### config.mk
export PLATFORM = sky130hd
export DESIGN_NAME = lzw_code_stream_walker_unit
export DESIGN_NICKNAME = d
export VERILOG_FILES = /design/src/design/lzwcsw_pkg.sv /design/src/design/lzw_code_stream_walker_unit.sv /design/src/design/lzwcsw_unpack.sv /design/src/design/lzwcsw_dict_track.sv
export SDC_FILE = /design/constraint.sdc
export NUM_CORES = 1
export LEC_CHECK = 0
export ABC_AREA = 0
export BUFFER_PORTS_ARGS = -buffer_cell sky130_fd_sc_hd__buf_2
export CAP_MARGIN = 25
export CELL_PAD_IN_SITES_DETAIL_PLACEMENT = 1
export CELL_PAD_IN_SITES_GLOBAL_PLACEMENT = 1
export CORE_MARGIN = 1
export CORE_UTILIZATION = 43
export CTS_BUF_LIST = sky130_fd_sc_hd__clkbuf_2 sky130_fd_sc_hd__clkbuf_4 sky130_fd_sc_hd__clkbuf_8
export CTS_CLUSTER_DIAMETER = 40
export DETAILED_ROUTE_END_ITERATION = 10
export PLACE_DENSITY = 0.87
export RECOVER_POWER = 100
export SYNTH_ARGS = -nofsm -noshare
export SYNTH_HDL_FRONTEND = slang
export SYNTH_SLANG_ARGS = --single-unit
### constraint.sdc
create_clock -name clock -period 7.3 [get_ports clock]
set_input_delay 1.095 -clock clock [delete_from_list [all_inputs] [get_ports clock]]
set_output_delay 1.095 -clock clock [all_outputs]
set_load 0.05 [all_outputs]
### src/design/lzwcsw_pkg.sv
`timescale 1ns / 1ps
// ----------------------------------------------------------------------------
// lzwcsw_pkg
// Shared constants, codes and types of the LZW code stream walker.
// ----------------------------------------------------------------------------
package lzwcsw_pkg;

   // code width range
   localparam int MIN_CODE_BITS = 9;
   localparam int MAX_CODE_BITS = 12;
   localparam int BYTE_BITS     = 8;

   // derived storage widths
   localparam int BUF_W  = MAX_CODE_BITS - 1 + BYTE_BITS;
   localparam int CNT_W  = $clog2(BUF_W + 1);
   localparam int CODE_W = MAX_CODE_BITS;

   // fixed field widths
   localparam int WID_W   = 4;
   localparam int NFC_W   = 13;
   localparam int CNT16_W = 16;
   localparam int BITS_W  = 19;
   localparam int CMP_W   = (CODE_W > NFC_W) ? CODE_W : NFC_W;

   // special codes
   localparam logic [NFC_W-1:0] CODE_CLEAR = NFC_W'(256);
   localparam logic [NFC_W-1:0] CODE_END   = NFC_W'(257);
   localparam logic [NFC_W-1:0] CODE_FIRST = NFC_W'(258);
   localparam logic [NFC_W-1:0] DICT_LIMIT = NFC_W'(4096);

   // verdicts
   localparam logic [1:0] VERDICT_CLEAN = 2'd0;
   localparam logic [1:0] VERDICT_TRUNC = 2'd1;
   localparam logic [1:0] VERDICT_EMPTY = 2'd2;

   typedef struct packed {
      logic [BUF_W-1:0]   bit_buf;
      logic [CNT_W-1:0]   buf_cnt;
      logic [WID_W-1:0]   code_width;
      logic [NFC_W-1:0]   free_code;
      logic [CNT16_W-1:0] codes;
      logic [BITS_W-1:0]  bits;
      logic [CNT16_W-1:0] clears;
      logic [CNT16_W-1:0] growths;
      logic [NFC_W-1:0]   peak;
      logic               reserved;
      logic               full;
      logic               finished;
   } walk_state_type;

   typedef struct packed {
      logic               valid;
      logic [CODE_W-1:0]  code;
      logic [BUF_W-1:0]   rest_buf;
      logic [CNT_W-1:0]   rest_cnt;
   } code_slice_type;

endpackage

### src/design/lzw_code_stream_walker_unit.sv
`timescale 1ns / 1ps
// ----------------------------------------------------------------------------
// lzw_code_stream_walker_unit
// Walks the LSB-first 9..12 bit LZW code stream of one entry and reports one
// summary transaction per entry.
// ----------------------------------------------------------------------------
//  channel | direction | contents
//  req_    | in        | tdata = compressed byte, tlast = last byte, tuser = empty entry
//  rsp_    | out       | tuser = verdict, tdata = counters and flags of the entry
//
//  One byte per cycle while the result register is free or being taken: a byte
//  is held in the input register, unpacked and applied to the walk state, and its
//  summary (if any) lands in the result register, which drives rsp_tvalid.
//  Reset is synchronous and returns the walk state to a fresh entry.
//  A stalled rsp_ holds the result register; the input register still takes
//  one more byte, then req_tready drops until the result is taken.
// ----------------------------------------------------------------------------
module lzw_code_stream_walker_unit (
   input  logic        clock,
   input  logic        reset,
   input  logic        req_tvalid,
   output logic        req_tready,
   input  logic [7:0]  req_tdata,   // [7:0] data_byte
   input  logic        req_tlast,   // last_byte
   input  logic        req_tuser,   // empty_entry
   output logic        rsp_tvalid,
   input  logic        rsp_tready,
   output logic [87:0] rsp_tdata,   // code_total[15:0], bit_total[34:16],
                                    // final_code_width[38:35], peak_free_code[51:39],
                                    // clear_count[67:52], width_growths[83:68],
                                    // reserved_seen[84], dictionary_full[85], zero pad
   output logic [1:0]  rsp_tuser    // verdict
);
   import lzwcsw_pkg::*;

   // fresh-entry walk state
   function automatic walk_state_type clear_state();
      walk_state_type s;
      s            = '0;
      s.code_width = WID_W'(MIN_CODE_BITS);
      s.free_code  = CODE_FIRST;
      return s;
   endfunction

   // input register
   logic           s1_valid_ff, s1_valid_in;
   logic [7:0]     s1_data_ff;
   logic           s1_last_ff;
   logic           s1_empty_ff;

   // walk state
   walk_state_type st_ff, st_in;

   // result register
   logic           out_valid_ff, out_valid_in;
   logic [1:0]     out_verdict_ff;
   walk_state_type out_res_ff;

   logic           advance;
   logic           emit;
   logic [1:0]     verdict;
   walk_state_type res_st;
   walk_state_type merged_st;
   walk_state_type dict_st;
   code_slice_type slice;
   logic           is_end;

   // the byte in the input register is processed as soon as the result slot is free
   assign advance    = s1_valid_ff && (!out_valid_ff || rsp_tready);
   assign req_tready = !s1_valid_ff || advance;

   lzwcsw_unpack u_unpack (
      .bit_buf    (st_ff.bit_buf),
      .buf_cnt    (st_ff.buf_cnt),
      .code_width (st_ff.code_width),
      .data_byte  (s1_data_ff),
      .slice      (slice)
   );

   // state with the byte merged and the code (if complete) removed
   always_comb begin
      merged_st         = st_ff;
      merged_st.bit_buf = slice.rest_buf;
      merged_st.buf_cnt = slice.rest_cnt;
   end

   lzwcsw_dict_track u_dict (
      .cur    (merged_st),
      .code   (slice.code),
      .nxt    (dict_st),
      .is_end (is_end)
   );

   // decide next walk state and whether this byte closes the entry
   always_comb begin
      st_in   = st_ff;
      emit    = 1'b0;
      verdict = VERDICT_CLEAN;
      res_st  = dict_st;
      if (advance) begin
         if (s1_empty_ff) begin
            // empty entry wins over everything
            st_in   = clear_state();
            emit    = 1'b1;
            verdict = VERDICT_EMPTY;
            res_st  = clear_state();
         end else if (st_ff.finished) begin
            // drop bytes after the end code until the last one
            if (s1_last_ff) begin
               st_in = clear_state();
            end
         end else if (slice.valid && is_end) begin
            emit    = 1'b1;
            verdict = VERDICT_CLEAN;
            if (s1_last_ff) begin
               st_in = clear_state();
            end else begin
               st_in          = dict_st;
               st_in.bit_buf  = '0;
               st_in.buf_cnt  = '0;
               st_in.finished = 1'b1;
            end
         end else begin
            res_st = slice.valid ? dict_st : merged_st;
            if (s1_last_ff) begin
               // partial code is dropped, only complete codes are counted
               emit    = 1'b1;
               verdict = VERDICT_TRUNC;
               st_in   = clear_state();
            end else begin
               st_in = res_st;
            end
         end
      end
   end

   always_comb begin
      if (req_tvalid && req_tready) begin
         s1_valid_in = 1'b1;
      end else if (advance) begin
         s1_valid_in = 1'b0;
      end else begin
         s1_valid_in = s1_valid_ff;
      end

      if (advance && emit) begin
         out_valid_in = 1'b1;
      end else if (rsp_tready) begin
         out_valid_in = 1'b0;
      end else begin
         out_valid_in = out_valid_ff;
      end
   end

   // control registers
   always_ff @(posedge clock) begin
      if (reset) begin
         s1_valid_ff  <= 1'b0;
         out_valid_ff <= 1'b0;
         st_ff        <= clear_state();
      end else begin
         s1_valid_ff  <= s1_valid_in;
         out_valid_ff <= out_valid_in;
         st_ff        <= st_in;
      end
   end

   // payload registers
   always_ff @(posedge clock) begin
      if (req_tvalid && req_tready) begin
         s1_data_ff  <= req_tdata;
         s1_last_ff  <= req_tlast;
         s1_empty_ff <= req_tuser;
      end
      if (advance && emit) begin
         out_verdict_ff <= verdict;
         out_res_ff     <= res_st;
      end
   end

   assign rsp_tvalid = out_valid_ff;
   assign rsp_tuser  = out_verdict_ff;
   assign rsp_tdata  = {2'b00,
                        out_res_ff.full,
                        out_res_ff.reserved,
                        out_res_ff.growths,
                        out_res_ff.clears,
                        out_res_ff.peak,
                        out_res_ff.code_width,
                        out_res_ff.bits,
                        out_res_ff.codes};

`ifndef SYNTHESIS
   // leftover bits never reach a full code
   a_buf_below_width: assert property (@(posedge clock) disable iff (reset)
      CNT_W'(st_ff.code_width) > st_ff.buf_cnt)
      else $error("bit buffer holds a complete code");

   // width stays in its range
   a_width_range: assert property (@(posedge clock) disable iff (reset)
      (st_ff.code_width >= WID_W'(MIN_CODE_BITS)) &&
      (st_ff.code_width <= WID_W'(MAX_CODE_BITS)))
      else $error("code width out of range");

   // a finished entry keeps an empty bit buffer
   a_finished_empty: assert property (@(posedge clock) disable iff (reset)
      st_ff.finished |-> (st_ff.buf_cnt == '0))
      else $error("bits left after end code");

   // next free code never runs past one above the limit
   a_free_code_cap: assert property (@(posedge clock) disable iff (reset)
      st_ff.free_code <= DICT_LIMIT + NFC_W'(1))
      else $error("next free code beyond limit");

   // an empty input register always takes a byte
   a_ready_when_empty: assert property (@(posedge clock) disable iff (reset)
      !s1_valid_ff |-> req_tready)
      else $error("input register empty but not ready");
`endif

endmodule

### src/design/lzwcsw_unpack.sv
`timescale 1ns / 1ps
// ----------------------------------------------------------------------------
// lzwcsw_unpack
// Merge one byte into the bit buffer and cut off the next code, LSB first.
// ----------------------------------------------------------------------------
module lzwcsw_unpack (
   input  logic [lzwcsw_pkg::BUF_W-1:0]  bit_buf,
   input  logic [lzwcsw_pkg::CNT_W-1:0]  buf_cnt,
   input  logic [lzwcsw_pkg::WID_W-1:0]  code_width,
   input  logic [7:0]                    data_byte,
   output lzwcsw_pkg::code_slice_type    slice
);
   import lzwcsw_pkg::*;

   logic [BUF_W-1:0]  merged;
   logic [CNT_W-1:0]  merged_cnt;
   logic [CNT_W-1:0]  width_ext;
   logic [CODE_W-1:0] mask;

   assign merged     = bit_buf | (BUF_W'(data_byte) << buf_cnt);
   assign merged_cnt = buf_cnt + CNT_W'(BYTE_BITS);
   assign width_ext  = CNT_W'(code_width);
   assign mask       = ~({CODE_W{1'b1}} << code_width);

   // a byte never completes more than one code: leftover stays below eight bits
   always_comb begin
      slice.valid = (merged_cnt >= width_ext);
      slice.code  = merged[CODE_W-1:0] & mask;
      if (slice.valid) begin
         slice.rest_buf = merged >> code_width;
         slice.rest_cnt = merged_cnt - width_ext;
      end else begin
         slice.rest_buf = merged;
         slice.rest_cnt = merged_cnt;
      end
   end

endmodule

### src/design/lzwcsw_dict_track.sv
`timescale 1ns / 1ps
// ----------------------------------------------------------------------------
// lzwcsw_dict_track
// Apply one complete code to the dictionary bookkeeping and counters.
// ----------------------------------------------------------------------------
module lzwcsw_dict_track (
   input  lzwcsw_pkg::walk_state_type      cur,
   input  logic [lzwcsw_pkg::CODE_W-1:0]   code,
   output lzwcsw_pkg::walk_state_type      nxt,
   output logic                            is_end
);
   import lzwcsw_pkg::*;

   logic [CMP_W-1:0]  code_ext;
   logic [BITS_W:0]   bits_sum;
   logic [NFC_W-1:0]  next_inc;
   logic [NFC_W-1:0]  next_hi;

   assign code_ext = CMP_W'(code);
   assign bits_sum = {1'b0, cur.bits} + (BITS_W + 1)'(cur.code_width);
   assign next_inc = cur.free_code + NFC_W'(1);
   assign next_hi  = next_inc >> cur.code_width;

   always_comb begin
      nxt    = cur;
      is_end = 1'b0;
      if (cur.codes != '1) begin
         nxt.codes = cur.codes + CNT16_W'(1);
      end
      // saturate on carry out
      nxt.bits = bits_sum[BITS_W] ? '1 : bits_sum[BITS_W-1:0];

      if (code_ext == CMP_W'(CODE_CLEAR)) begin
         if (cur.clears != '1) begin
            nxt.clears = cur.clears + CNT16_W'(1);
         end
         nxt.free_code  = CODE_FIRST;
         nxt.code_width = WID_W'(MIN_CODE_BITS);
      end else if (code_ext == CMP_W'(CODE_END)) begin
         is_end = 1'b1;
      end else begin
         if (code_ext >= CMP_W'(cur.free_code)) begin
            nxt.reserved = 1'b1;
         end
         if (cur.free_code > cur.peak) begin
            nxt.peak = cur.free_code;
         end
         if (cur.free_code > DICT_LIMIT) begin
            nxt.full = 1'b1;
         end else begin
            nxt.free_code = next_inc;
            if ((next_hi != '0) && (cur.code_width < WID_W'(MAX_CODE_BITS))) begin
               if (cur.growths != '1) begin
                  nxt.growths = cur.growths + CNT16_W'(1);
               end
               nxt.code_width = cur.code_width + WID_W'(1);
            end else if (next_inc > DICT_LIMIT) begin
               nxt.full = 1'b1;
            end
         end
      end
   end

endmodule

==> results of run 1 <==
==> cell families after synthesis <==
kind of cell / Yosys count / share of synthesized area, %
flip-flops: 224 / 37.2
multiplexers: 54 / 4.95
AND/OR/NAND/NOR: 603 / 20.7
XOR/XNOR: 23 / 1.37
other: 1 / 0.0255
buffers and inverters: 199 / 5.43
AO/OA/AOI/OAI: 570 / 26.5
adder cells (fa/ha/maj): 44 / 3.85
==> synthesized netlist by cell type (15+ instances only) <==
| master | number | share of area (%) |
|---|---|---|
| and3_1 | 35 | 1.5 |
| buf_2 | 21 | 0.72 |
| a21o_1 | 16 | 0.82 |
| dfxtp_1 | 126 | 17 |
| nand2_1 | 121 | 3.1 |
| o31ai_1 | 15 | 0.77 |
| o211ai_1 | 33 | 1.7 |
| nor3_1 | 70 | 2.4 |
| nand4_1 | 34 | 1.4 |
| o21ai_0 | 93 | 3.2 |
| xnor2_1 | 17 | 1.0 |
| nand3_1 | 75 | 2.6 |
| a21oi_1 | 138 | 4.7 |
| a31oi_1 | 37 | 1.6 |
| ha_1 | 42 | 3.6 |
| nor2_1 | 160 | 4.1 |
| a22oi_1 | 31 | 1.6 |
| mux2i_1 | 34 | 2.3 |
| clkbuf_1 | 107 | 2.7 |
| inv_1 | 50 | 1.3 |
| a211oi_1 | 16 | 0.82 |
| o22ai_1 | 23 | 0.98 |
| a311oi_1 | 18 | 1.1 |
| edfxtp_1 | 98 | 20 |
==> power by group through the flow <==
stage / logic, W / registers (W) / clock network (W)
floorplan: 0.000140 / 0.00143 / 0
global placement: 0.000284 / 0.00137 / 0
detailed placement: 0.000292 / 0.00137 / 0
CTS: 0.000293 / 0.00134 / 0.00141
global route: 0.000304 / 0.00135 / 0.00147
finish: 0.000291 / 0.00134 / 0.00140
==> through the flow <==
stage          hold WS, ps  area, µm²  total power [W]  util (%)  setup WS, ps
2_1_floorplan          443      14700          0.00157         -           275
3_3_place_gp           465      15500          0.00165      46.2          2440
4_1_cts                481      16500          0.00305      49.1          2190
5_1_grt                512      16300          0.00312      48.4          1040
6_report               483      16300          0.00303      48.4          1170
3_5_place_dp           471      15500          0.00166      46.2          2210
==> cell type report <==
class / instances / area (µm²)
clock inverters: 29 / 264
repair buffers: 147 / 703
flip-flops and latches: 224 / 5470
multi-input cells: 1296 / 8370
inverters: 56 / 210
clock buffers: 55 / 701
well taps: 448 / 561
fillers: 4043 / 17300
==> worst min-delay path, cell delays in order (launching register included) <==
cell and delay [ps]:
dfxtp_1 310, o21ai_0 70, a21oi_1 60
==> per-layer routing <==
| metal | vias up | GRT usage (%) | part of all wire [%] |
|---|---|---|---|
| li1 | 6690 | - | - |
| met5 | - | 0 | 0 |
| met1 | 7530 | 39.8 | 41 |
| met3 | 177 | 5.16 | 8.7 |
| met2 | 864 | 49.6 | 46 |
| met4 | 0 | 15.9 | 4.4 |
==> state kept, by name (all words and copies together) (netlist names) <==
| name | flops |
|---|---|
| s1_last_ff | 1 |
| s1_valid_ff | 1 |
| merged_st | 100 |
| s1_empty_ff | 1 |
| s1_data_ff | 8 |
| rsp_tdata | 86 |
| st_ff | 24 |
| rsp_tvalid | 1 |
| rsp_tuser | 2 |
==> path summary, 6_finish.rpt <==
path                              startpoint                   endpoint  slack, ps  depth (start not counted)
setup / recovery  merged_st[99]$_SDFFE_PP1P_    rsp_tdata[69]$_DFFE_PP_       1170                         12
hold / removal     merged_st[2]$_SDFFE_PP0P_  merged_st[2]$_SDFFE_PP0P_        480                          2
setup reg to reg  merged_st[99]$_SDFFE_PP1P_    rsp_tdata[69]$_DFFE_PP_       1170                         12
hold reg to reg    merged_st[2]$_SDFFE_PP0P_  merged_st[2]$_SDFFE_PP0P_        480                          2
==> summary.md, run 1 <==
| Metric | Value |
|---|---|
| Dpl cells | 2,168 |
| Hold buffer count at CTS | 0 |
| Fin crit period | 6130 ps |
| Commonest non-fill, non-tap cell in the layout | nor2_1 |
| Largest net degree at the start of global routing | 74 |
| Asr flop ratio synth | 0% |
| Most frequent CP cell | clkbuf_1 |
| CTS buffer count | 45 |
| # H-tree levels | 2 |
| Clock Path Buffers | 3 |
| DR vias | 15.3k |
| MaxCap Viol Count | 3 |
| Sw frac | 28.2% |
| Vias/cell | 6.77 |
| Core Footprint | 33,600 µm² |
| Row count | 67 |
| DRC | 0 |
| # nets final | 1,828 |
| Clock power share | 46.1% |
| Half-perimeter wire length after placement | 37,400 µm |
| Area growth from synthesis to layout | 10.7% |
| Syn Area/Cell | 8.55 µm² |
| Root Driver | clkbuf_8 |
| DRT Wirelength | 54,800 µm |
| Antenna diode count | 0 |
| TritonCTS Sinks | 224 |
| Worst-path clk slew | 60 ps |
| Violated checks | capacitance limit, slew limit |
| Final Hold Viols | 0 |
| Initial Util | 43.7% |
| Cell Int Power | 0.00218 W |
| Antenna violations before repair | 0 |
| Global placement routability congestion | 0.960 |
| Drt first pass iters | 5 |
| Critical path endpoint category | flop |
| I/O Buffers | 103 |
| Netlist cell types | 105 |
| Tcrit/Tclk final | 84.0% |
| Crit path largest cell delay | 1090 ps |
| Register bit total from synthesis | 224 |
| Most frequent cells in the layout | nor2_1, a21oi_1, dfxtp_1, nand2_1, clkbuf_1 |
| Die Wd | 187 µm |
| RSZ-0062 raised after global routing | no |
| Post-Syn Instances | 1,718 |
| Cell Chain, Critical Path | buf_4 -> clkinv_1 -> clkbuf_1 -> ha_1 -> a21boi_0 -> or2_0 -> clkbuf_1 -> nand3_1 -> a31o_2 -> nor2_1 -> o22ai_1 -> a32o_1 |
| Worst clock skew | 38.1 ps |
| PD cells | 186 nW/µm² |
| WL/cell | 24.3 µm |
| Final setup violation count | 0 |
| Setup bufs post-CTS | 0 |
| Psw | 0.000856 W |
| VDD IR max | 0.171 mV |
| Status | finished with violations |
| Die Y | 187 µm |
| Proportion of layout cells with a drive suffix above 1 | 8.91% |
| Fmax | 163 MHz |
| CP top delay family | buffers and inverters |
| Post-synth EDFFs | 98 |
| Worst Max-Slew Pin Slew | 2240 ps |
| CP Buf/Inv Count | 4 |
| Crit Path Category | flop to flop |
| Most used DFF post-synth | dfxtp_1 |
| Finished Layout Cells | 2,255 |
| Req. time, crit path | 7630 ps |
| DRT antenna net count | 0 |
| Worst-skew pair later-pin latency | 610 ps |
| First-pass GRT wire length | 86,200 µm |
| CTS resizes | 0 |
| CP max FO | 26 |
| Mapped cell area | 14,700 µm² |
| Reg power frac | 44.3% |
| Critical path launch point type | flop |
| P_leak | 5.53 nW |
| Vias in the first global route | 15.6k |
| GRT Residual Overflow | 0 |
| Io pins | 106 |
| YS warnings | 0 |
| Crit path DAT | 6470 ps |
| CTS tree | yes |
| Comb pwr share | 9.6% |
| Pins over their slew limit | 87 |
| Worst Hold Class | flop to flop |
| Total die area | 34,900 µm² |
| Worst slew margin | -49.1% |
| All-Layer GR Usage | 30.8% |
| Setup TNS | 0 ps |
| Fraction of the yosys area taken by sequential cells | 37.2% |
| Detailed Route Iter0 Violations | 1,360 |
| CP max-delay cell | clkbuf_1 |
Note: power is estimated with default switching activity, not from simulation.
==> inputs of run 2 (changes only) <==
==> constraint.sdc (replaced) <==
create_clock -name clock -period 5.03 [get_ports clock]
set_input_delay 0.7545 -clock clock [delete_from_list [all_inputs] [get_ports clock]]
set_output_delay 0.7545 -clock clock [all_outputs]
set_load 0.05 [all_outputs]
==> run 2 against run 1 <==
Effect of this change:
- the run still ends with capacitance limit, slew limit left
- register-to-register slack worse by 860 ps
- worst setup slack worse by 860 ps
- combinational power up 49%
- first-iteration DRC count up 9.3%
- critical path type unchanged
- maximum frequency up 30%
==> summary.md, run 2 (synthesized netlist as in run 1, its figures left out) <==
| Metric | Value |
|---|---|
| Row count | 67 (unchanged) |
| P_leak | 5.72 nW (+3.5%) |
| Hold buffer count at CTS | 0 (unchanged) |
| Worst-path clk slew | 50 ps (about the same) |
| First-pass GRT wire length | 86,400 µm (+0.18%) |
| Antenna violations before repair | 0 (unchanged) |
| Crit path largest cell delay | 860 ps (-230 ps) |
| CP Buf/Inv Count | 1 (-3) |
| TritonCTS Sinks | 224 (unchanged) |
| Core Footprint | 33,600 µm² (unchanged) |
| Setup bufs post-CTS | 0 (unchanged) |
| Io pins | 106 (unchanged) |
| MaxCap Viol Count | 1 (-2) |
| Worst Max-Slew Pin Slew | 1590 ps (-651 ps) |
| Fin crit period | 4720 ps (-1410 ps) |
| Violated checks | capacitance limit, slew limit |
| Most frequent CP cell | a211oi_1 |
| RSZ-0062 raised after global routing | no |
| Initial Util | 43.7% (unchanged) |
| Clock Path Buffers | 3 (unchanged) |
| CTS buffer count | 48 (+6.7%) |
| WL/cell | 24.2 µm (-0.50%) |
| Req. time, crit path | 5510 ps (-2120 ps) |
| Worst slew margin | -5.71% (+43 points) |
| Clock power share | 49.0% (+2.9 points) |
| Vias in the first global route | 15.5k (-0.21%) |
| CP top delay family | compound AO/OA/AOI/OAI gates |
| Min-delay src | req_tdata[4] |
| Crit path DAT | 5200 ps (-1270 ps) |
| Reg power frac | 41.8% (-2.5 points) |
| I/O Buffers | 103 (unchanged) |
| Drt first pass iters | 7 (+2) |
| Vias/cell | 6.69 (-1.1%) |
| Reg-to-Reg Start | st_ff[100]$_SDFFE_PP0P_ |
| Commonest non-fill, non-tap cell in the layout | nor2_1 |
| Setup TNS | 0 ps (unchanged) |
| All-Layer GR Usage | 31.0% (+0.16 points) |
| PD cells | 281 nW/µm² (+51%) |
| Worst Hold Class | input pin to flop |
| CP max FO | 21 (-19%) |
| # nets final | 1,849 (+1.1%) |
| Psw | 0.00128 W (+49%) |
| Final setup violation count | 0 (unchanged) |
| Tcrit/Tclk final | 93.9% (+9.9 points) |
| Area growth from synthesis to layout | 13.0% |
| Critical path endpoint category | flop |
| Global placement routability congestion | 0.966 (+0.63%) |
| Critical path launch point type | flop |
| Largest net degree at the start of global routing | 74 (unchanged) |
| DRT antenna net count | 0 (unchanged) |
| Detailed Route Iter0 Violations | 1,486 (+9.3%) |
| CTS tree | yes |
| Half-perimeter wire length after placement | 37,500 µm (+0.23%) |
| Root Driver | clkbuf_8 |
| Worst clock skew | 36.1 ps (-2.04 ps) |
| Max reg flops | 100 (unchanged) |
| # H-tree levels | 2 (unchanged) |
| Comb pwr share | 9.3% (-0.3 points) |
| Final Hold Viols | 0 (unchanged) |
| Min Hold Slack | 316 ps (-167 ps) |
| Fmax | 212 MHz (+30%) |
| Die Wd | 187 µm (unchanged) |
| Setup crit start | st_ff[100]$_SDFFE_PP0P_ |
| Die Y | 187 µm (unchanged) |
| Total die area | 34,900 µm² (unchanged) |
| Dpl cells | 2,188 (+0.92%) |
| Crit Path Category | flop to flop |
| DRC | 0 (unchanged) |
| Worst-skew pair later-pin latency | 640 ps (+30 ps) |
| DRT Wirelength | 55,100 µm (+0.52%) |
| Cell Chain, Critical Path | mux4_1 -> and3_1 -> a211oi_1 -> a211oi_1 -> and4b_1 -> nand4_1 -> clkbuf_1 -> o21ai_0 -> a21oi_2 -> a311oi_1 |
| GRT Residual Overflow | 0 (unchanged) |
| Antenna diode count | 0 (unchanged) |
| Pins over their slew limit | 31 (-64%) |
| Sw frac | 27.3% (-0.87 points) |
| CP max-delay cell | dfxtp_1 |
| Status | finished with violations |
| CTS resizes | 0 (unchanged) |
| Finished Layout Cells | 2,278 (+1.0%) |
| Cell Int Power | 0.00339 W (+56%) |
| VDD IR max | 0.150 mV (-12%) |
| Most frequent cells in the layout | nor2_1, a21oi_1, dfxtp_1, nand2_1, clkbuf_1 |
| DR vias | 15.2k (-0.12%) |
| Proportion of layout cells with a drive suffix above 1 | 10.8% (+1.9 points) |
## run 2: final cells by class
type / instances / area, µm²
sequential: 224 / 5470
multi-input combinational: 1296 / 8420
tap: 448 / 561
timing repair buffer: 165 / 838
fill: 4032 / 17000
inverter: 56 / 210
clock inverter: 20 / 243
clock buffer: 69 / 862
## run 2: worst reg2reg max path: stages (launching register included)
cell	delay [ps]
dfxtp_1	860
mux4_1	670
and3_1	220
a211oi_1	610
a211oi_1	170
and4b_1	340
nand4_1	130
clkbuf_1	660
o21ai_0	260
a21oi_2	490
a311oi_1	170
## run 2: per-stage QoR
stage	setup WS [ps]	power [W]	instance area [µm²]	utilization, %
after floorplan	463	0.00227	14700	-
after global placement	933	0.00241	15700	46.7
after detailed placement	688	0.00242	15700	46.7
after CTS	657	0.00470	16800	50.0
after global routing	175	0.00479	16600	49.4
final	305	0.00467	16600	49.4
## run 2: layer usage
layer | up-vias | track usage [%] | part of all wire (%)
li1 | 6734 | - | -
met1 | 7481 | 39.5 | 41
met2 | 814 | 49.1 | 46
met3 | 213 | 5.97 | 8.6
met4 | 0 | 17.8 | 5.2
met5 | - | 0 | 0
## run 2: power groups by stage
stage | Clock (W) | Sequential [W] | Combinational, W
floorplan | 0 | 0.00207 | 0.000204
global placement | 0 | 0.00199 | 0.000419
detailed placement | 0 | 0.00199 | 0.000430
CTS | 0.00232 | 0.00195 | 0.000432
global route | 0.00239 | 0.00195 | 0.000450
finish | 0.00229 | 0.00195 | 0.000433
## run 2: path summary, 6_finish.rpt
| path | endpoint | slack (ps) | depth (start not counted) |
|---|---|---|---|
| worst max-delay path | merged_st[88]$_SDFFE_PP0P_ | 310 | 10 |
| worst min-delay path | s1_data_ff[4]$_DFFE_PP_ | 320 | 1 |
| worst max register to register | merged_st[88]$_SDFFE_PP0P_ | 310 | 10 |
| worst min register to register | st_ff[113]$_SDFFE_PP0P_ | 500 | 1 |
==> inputs of run 3 (changes only) <==
--- a/config.mk
+++ b/config.mk
@@ -5,17 +5,16 @@
 export SDC_FILE = /design/constraint.sdc
 export NUM_CORES = 1
 export LEC_CHECK = 0
-export ABC_AREA = 0
+export ABC_AREA = 1
 export BUFFER_PORTS_ARGS = -buffer_cell sky130_fd_sc_hd__buf_2
 export CAP_MARGIN = 25
 export CELL_PAD_IN_SITES_DETAIL_PLACEMENT = 1
 export CELL_PAD_IN_SITES_GLOBAL_PLACEMENT = 1
 export CORE_MARGIN = 1
-export CORE_UTILIZATION = 43
-export CTS_BUF_LIST = sky130_fd_sc_hd__clkbuf_2 sky130_fd_sc_hd__clkbuf_4 sky130_fd_sc_hd__clkbuf_8
+export CORE_UTILIZATION = 40
 export CTS_CLUSTER_DIAMETER = 40
 export DETAILED_ROUTE_END_ITERATION = 10
-export PLACE_DENSITY = 0.87
+export PLACE_DENSITY = 0.86
 export RECOVER_POWER = 100
 export SYNTH_ARGS = -nofsm -noshare
 export SYNTH_HDL_FRONTEND = slang
==> run 3 against run 2 <==
Effect of this change:
- the flow still finishes with violations (capacitance limit, slew limit)
- sequential share of layout area fell by 2.6 points
- via count up 12%
- die area rose by 15%
- synthesized cell count rose by 36%
- worst setup slack improved by 160 ps
- combinational power grew to 3.7 times the previous value
- first-iteration DRC count is 28% lower
- clock-buffer cell count shrank 17
- critical path type unchanged
- largest cell class unchanged
- highest routed layer unchanged
==> summary.md, run 3 <==
| Metric | Value |
|---|---|
| Status | finished with violations |
| Violated checks | capacitance limit, slew limit |
| Total die area | 40,200 µm² (+15%) |
| MaxCap Viol Count | 1 (unchanged) |
| All-Layer GR Usage | 28.4% (-2.6 points) |
| Hold path cells | 1 (unchanged) |
| Io pins | 106 (unchanged) |
| VDD IR max | 0.222 mV (+48%) |
| PD cells | 381 nW/µm² (+36%) |
| Mapped cell area | 15,800 µm² (+7.3%) |
| Crit Path Category | flop to flop |
| Vias/cell | 5.84 (-13%) |
| Worst-skew pair later-pin latency | 580 ps (-60 ps) |
| Most frequent cells in the layout | nand2_1, o21ai_0, nand3_1, inv_1, a21oi_1 |
| # nets final | 2,425 (+31%) |
| Worst-path clk slew | 60 ps (about the same) |
| Crit path DAT | 4970 ps (-230 ps) |
| # fillers | 5,071 (+26%) |
| Most instantiated cells after synthesis | nand2_1, nand3_1, inv_1 |
| DR vias | 17.1k (+12%) |
| CTS resizes | 0 (unchanged) |
| Most frequent CP cell | inv_1 |
| Core Footprint | 38,700 µm² (+15%) |
| Fmax | 219 MHz (+3.4%) |
| DRC | 0 (unchanged) |
| DRT Wirelength | 58,000 µm (+5.3%) |
| Drt first pass iters | 5 (-2) |
| Hold buffer count at CTS | 0 (unchanged) |
| I/O Buffers | 103 (unchanged) |
| RSZ-0062 raised after global routing | no |
| Post-Syn Instances | 2,332 (+36%) |
| Min-delay src | req_tuser |
| GRT Residual Overflow | 0 (unchanged) |
| Setup TNS | 0 ps (unchanged) |
| Die Y | 201 µm (+7.3%) |
| Setup bufs post-CTS | 0 (unchanged) |
| Tcrit/Tclk final | 90.8% (-3.1 points) |
| Syn Area/Cell | 6.76 µm² (-21%) |
| Antenna diode count | 0 (unchanged) |
| Netlist cell types | 61 (-42%) |
| WL/cell | 19.9 µm (-18%) |
| P_leak | 6.87 nW (+20%) |
| Finished Core Util | 46.5% (-2.9 points) |
| Die Wd | 201 µm (+7.3%) |
| Worst slew margin | -193% (-190 points) |
| Cell Chain, Critical Path | inv_1 -> ha_1 -> inv_1 -> nor4_1 -> nor3b_1 -> nand2_4 -> inv_1 -> nor2_1 -> nand2_1 -> nand2_1 -> nor2_1 -> buf_4 -> inv_2 -> o22ai_1 |
| Worst Max-Slew Pin Slew | 4390 ps (+2800 ps) |
| Commonest non-fill, non-tap cell in the layout | nand2_1 |
| Register bit total from synthesis | 224 (unchanged) |
| Most common cell in the synthesized netlist | nand2_1 |
| Req. time, crit path | 5430 ps (-80 ps) |
| CP max FO | 35 (+67%) |
| TritonCTS Sinks | 224 (unchanged) |
| Asr flop ratio synth | 0% (unchanged) |
| First-pass GRT wire length | 92,900 µm (+7.6%) |
| YS warnings | 0 (unchanged) |
| Fraction of the yosys area taken by sequential cells | 34.7% (-2.5 points) |
| Clock Path Buffers | 3 (unchanged) |
| Crit path largest cell delay | 730 ps (-130 ps) |
| Antenna violations before repair | 0 (unchanged) |
| Initial Util | 40.7% (-3.0 points) |
| Post-synth EDFFs | 98 (unchanged) |
| Setup crit start | merged_st[99]$_SDFFE_PP1P_ |
| # H-tree levels | 2 (unchanged) |
| Internal reg-to-reg setup slack | 460 ps (+160 ps) |
| Max reg flops | 100 (unchanged) |
| Synth top area cells | edfxtp_1, dfxtp_1, nand2_1 |
| Vias in the first global route | 17.9k (+15%) |
| Synth top area share | 18.7% (-1.4 points) |
| Half-perimeter wire length after placement | 38,900 µm (+3.5%) |
| CP max-delay cell | dfxtp_1 |
| Row count | 72 (+7.5%) |
| Worst-case reg-to-reg path depth | 14 (+4) |
| Most used DFF post-synth | dfxtp_1 |
| Proportion of layout cells with a drive suffix above 1 | 7.19% (-3.6 points) |
| Fin crit period | 4570 ps (-157 ps) |
| Final setup violation count | 0 (unchanged) |
| Detailed Route Iter0 Violations | 1,070 (-28%) |
| CTS tree | yes |
| Final Hold Viols | 0 (unchanged) |
| Critical path launch point type | flop |
| DRT antenna net count | 0 (unchanged) |
| Worst Hold Class | input pin to flop |
| Pins over their slew limit | 83 (+170%) |
| Reg-to-Reg Start | merged_st[99]$_SDFFE_PP1P_ |
| Area growth from synthesis to layout | 14.2% |
| Root Driver | clkbuf_16 |
| Worst clock skew | 17.9 ps (-18.2 ps) |
| CTS buffer count | 46 (-4.2%) |
| Biggest area consumer among synthesized cells | edfxtp_1 |
| RR Endpoint | rsp_tdata[24]$_DFFE_PP_ |
| Global placement routability congestion | 0.927 (-4.0%) |
| Largest net degree at the start of global routing | 83 (+12%) |
| Worst Hold End | s1_empty_ff$_DFFE_PP_ |
| Critical path endpoint category | flop |
## run 3: cell types whose count changed after synthesis, sizes merged, moves of 20 or more
| cell | before | now |
|---|---|---|
| nand2 | 121 | 668 |
| inv | 51 | 215 |
| nand3 | 76 | 211 |
| o21ai | 103 | 231 |
| a21oi | 139 | 179 |
| and3 | 35 | 1 |
| mux2i | 34 | 1 |
| xor2 | 6 | 37 |
| a22oi | 31 | 2 |
| a31oi | 38 | 10 |
| clkbuf | 109 | 86 |
| buf | 34 | 55 |
| nor2 | 160 | 140 |
## run 3: worst max-delay path by stage
stage	to	slack (ps)	cells past startpoint
2_1_floorplan	rsp_tdata[0]$_DFFE_PP_	150	14
3_3_place_gp	rsp_tdata[4]$_DFFE_PP_	1030	10
3_5_place_dp	rsp_tdata[3]$_DFFE_PP_	680	11
4_1_cts	rsp_tdata[3]$_DFFE_PP_	650	11
5_1_grt	rsp_tdata[69]$_DFFE_PP_	210	16
6_report	rsp_tdata[24]$_DFFE_PP_	460	14
## run 3: critical path, delay by kind of cell, from the launching register on
kind            cells  cell delay (ps)
buf+inv             5             1220
simple gates        7             1760
flops               1              730
fa+ha+maj           1              430
compound gates      1              240
## run 3: power breakdown
part           switching, W  leakage, nW  internal [W]
logic               0.00122         4.14      0.000372
registers         0.0000731         1.95       0.00201
clock network       0.00115        0.784       0.00205
total               0.00243         6.87       0.00443
## run 3: area by class of cell
cell class                      count  area [µm²]  area share (%)
Timing Repair Buffer              127         601            3.33
Multi-Input combinational cell   1752        8870            49.3
Tap cell                          518         648            3.60
Clock buffer                       52        1190            6.63
Sequential cell                   224        5470            30.3
Clock inverter                     34         418            2.32
Inverter                          216         811            4.50
## run 3: kinds of logic (layout without fill, tap and decap cells)
group / count (synthesis) / count (layout) / synth area share (%)
multiplexers: 1 / 1 / 0.0635
flip-flops: 224 / 224 / 34.7
XOR/XNOR: 40 / 40 / 2.22
AND/OR/NAND/NOR: 1140 / 1140 / 31.6
AO/OA/AOI/OAI: 525 / 525 / 18.7
buffers and inverters: 357 / 429 / 9.19
other: 1 / 2 / 0.0238
adder cells (fa/ha/maj): 44 / 44 / 3.59
## run 3: metrics by stage
| stage | hold WS [ps] | setup slack, ps | instances | total power, W | cell area, µm² |
|---|---|---|---|---|---|
| 2_1_floorplan | 440 | 147 | 2333 | 0.00325 | 15800 |
| 3_3_place_gp | 449 | 1030 | 2837 | 0.00361 | 16500 |
| 3_5_place_dp | 459 | 678 | 2837 | 0.00368 | 16500 |
| 4_1_cts | 326 | 651 | 2923 | 0.00691 | 18100 |
| 5_1_grt | 340 | 212 | 2923 | 0.00713 | 18000 |
| 6_report | 347 | 463 | 2923 | 0.00687 | 18000 |
## run 3: routing by layer
metal	up-vias	part of all wire [%]	routed length, µm	track usage (%)
li1	7971	-	-	-
met1	8416	42	24400	33.9
met2	523	49	28500	50.0
met3	148	5.2	3020	4.64
met4	0	3.5	2040	12.6
met5	-	0	0	0
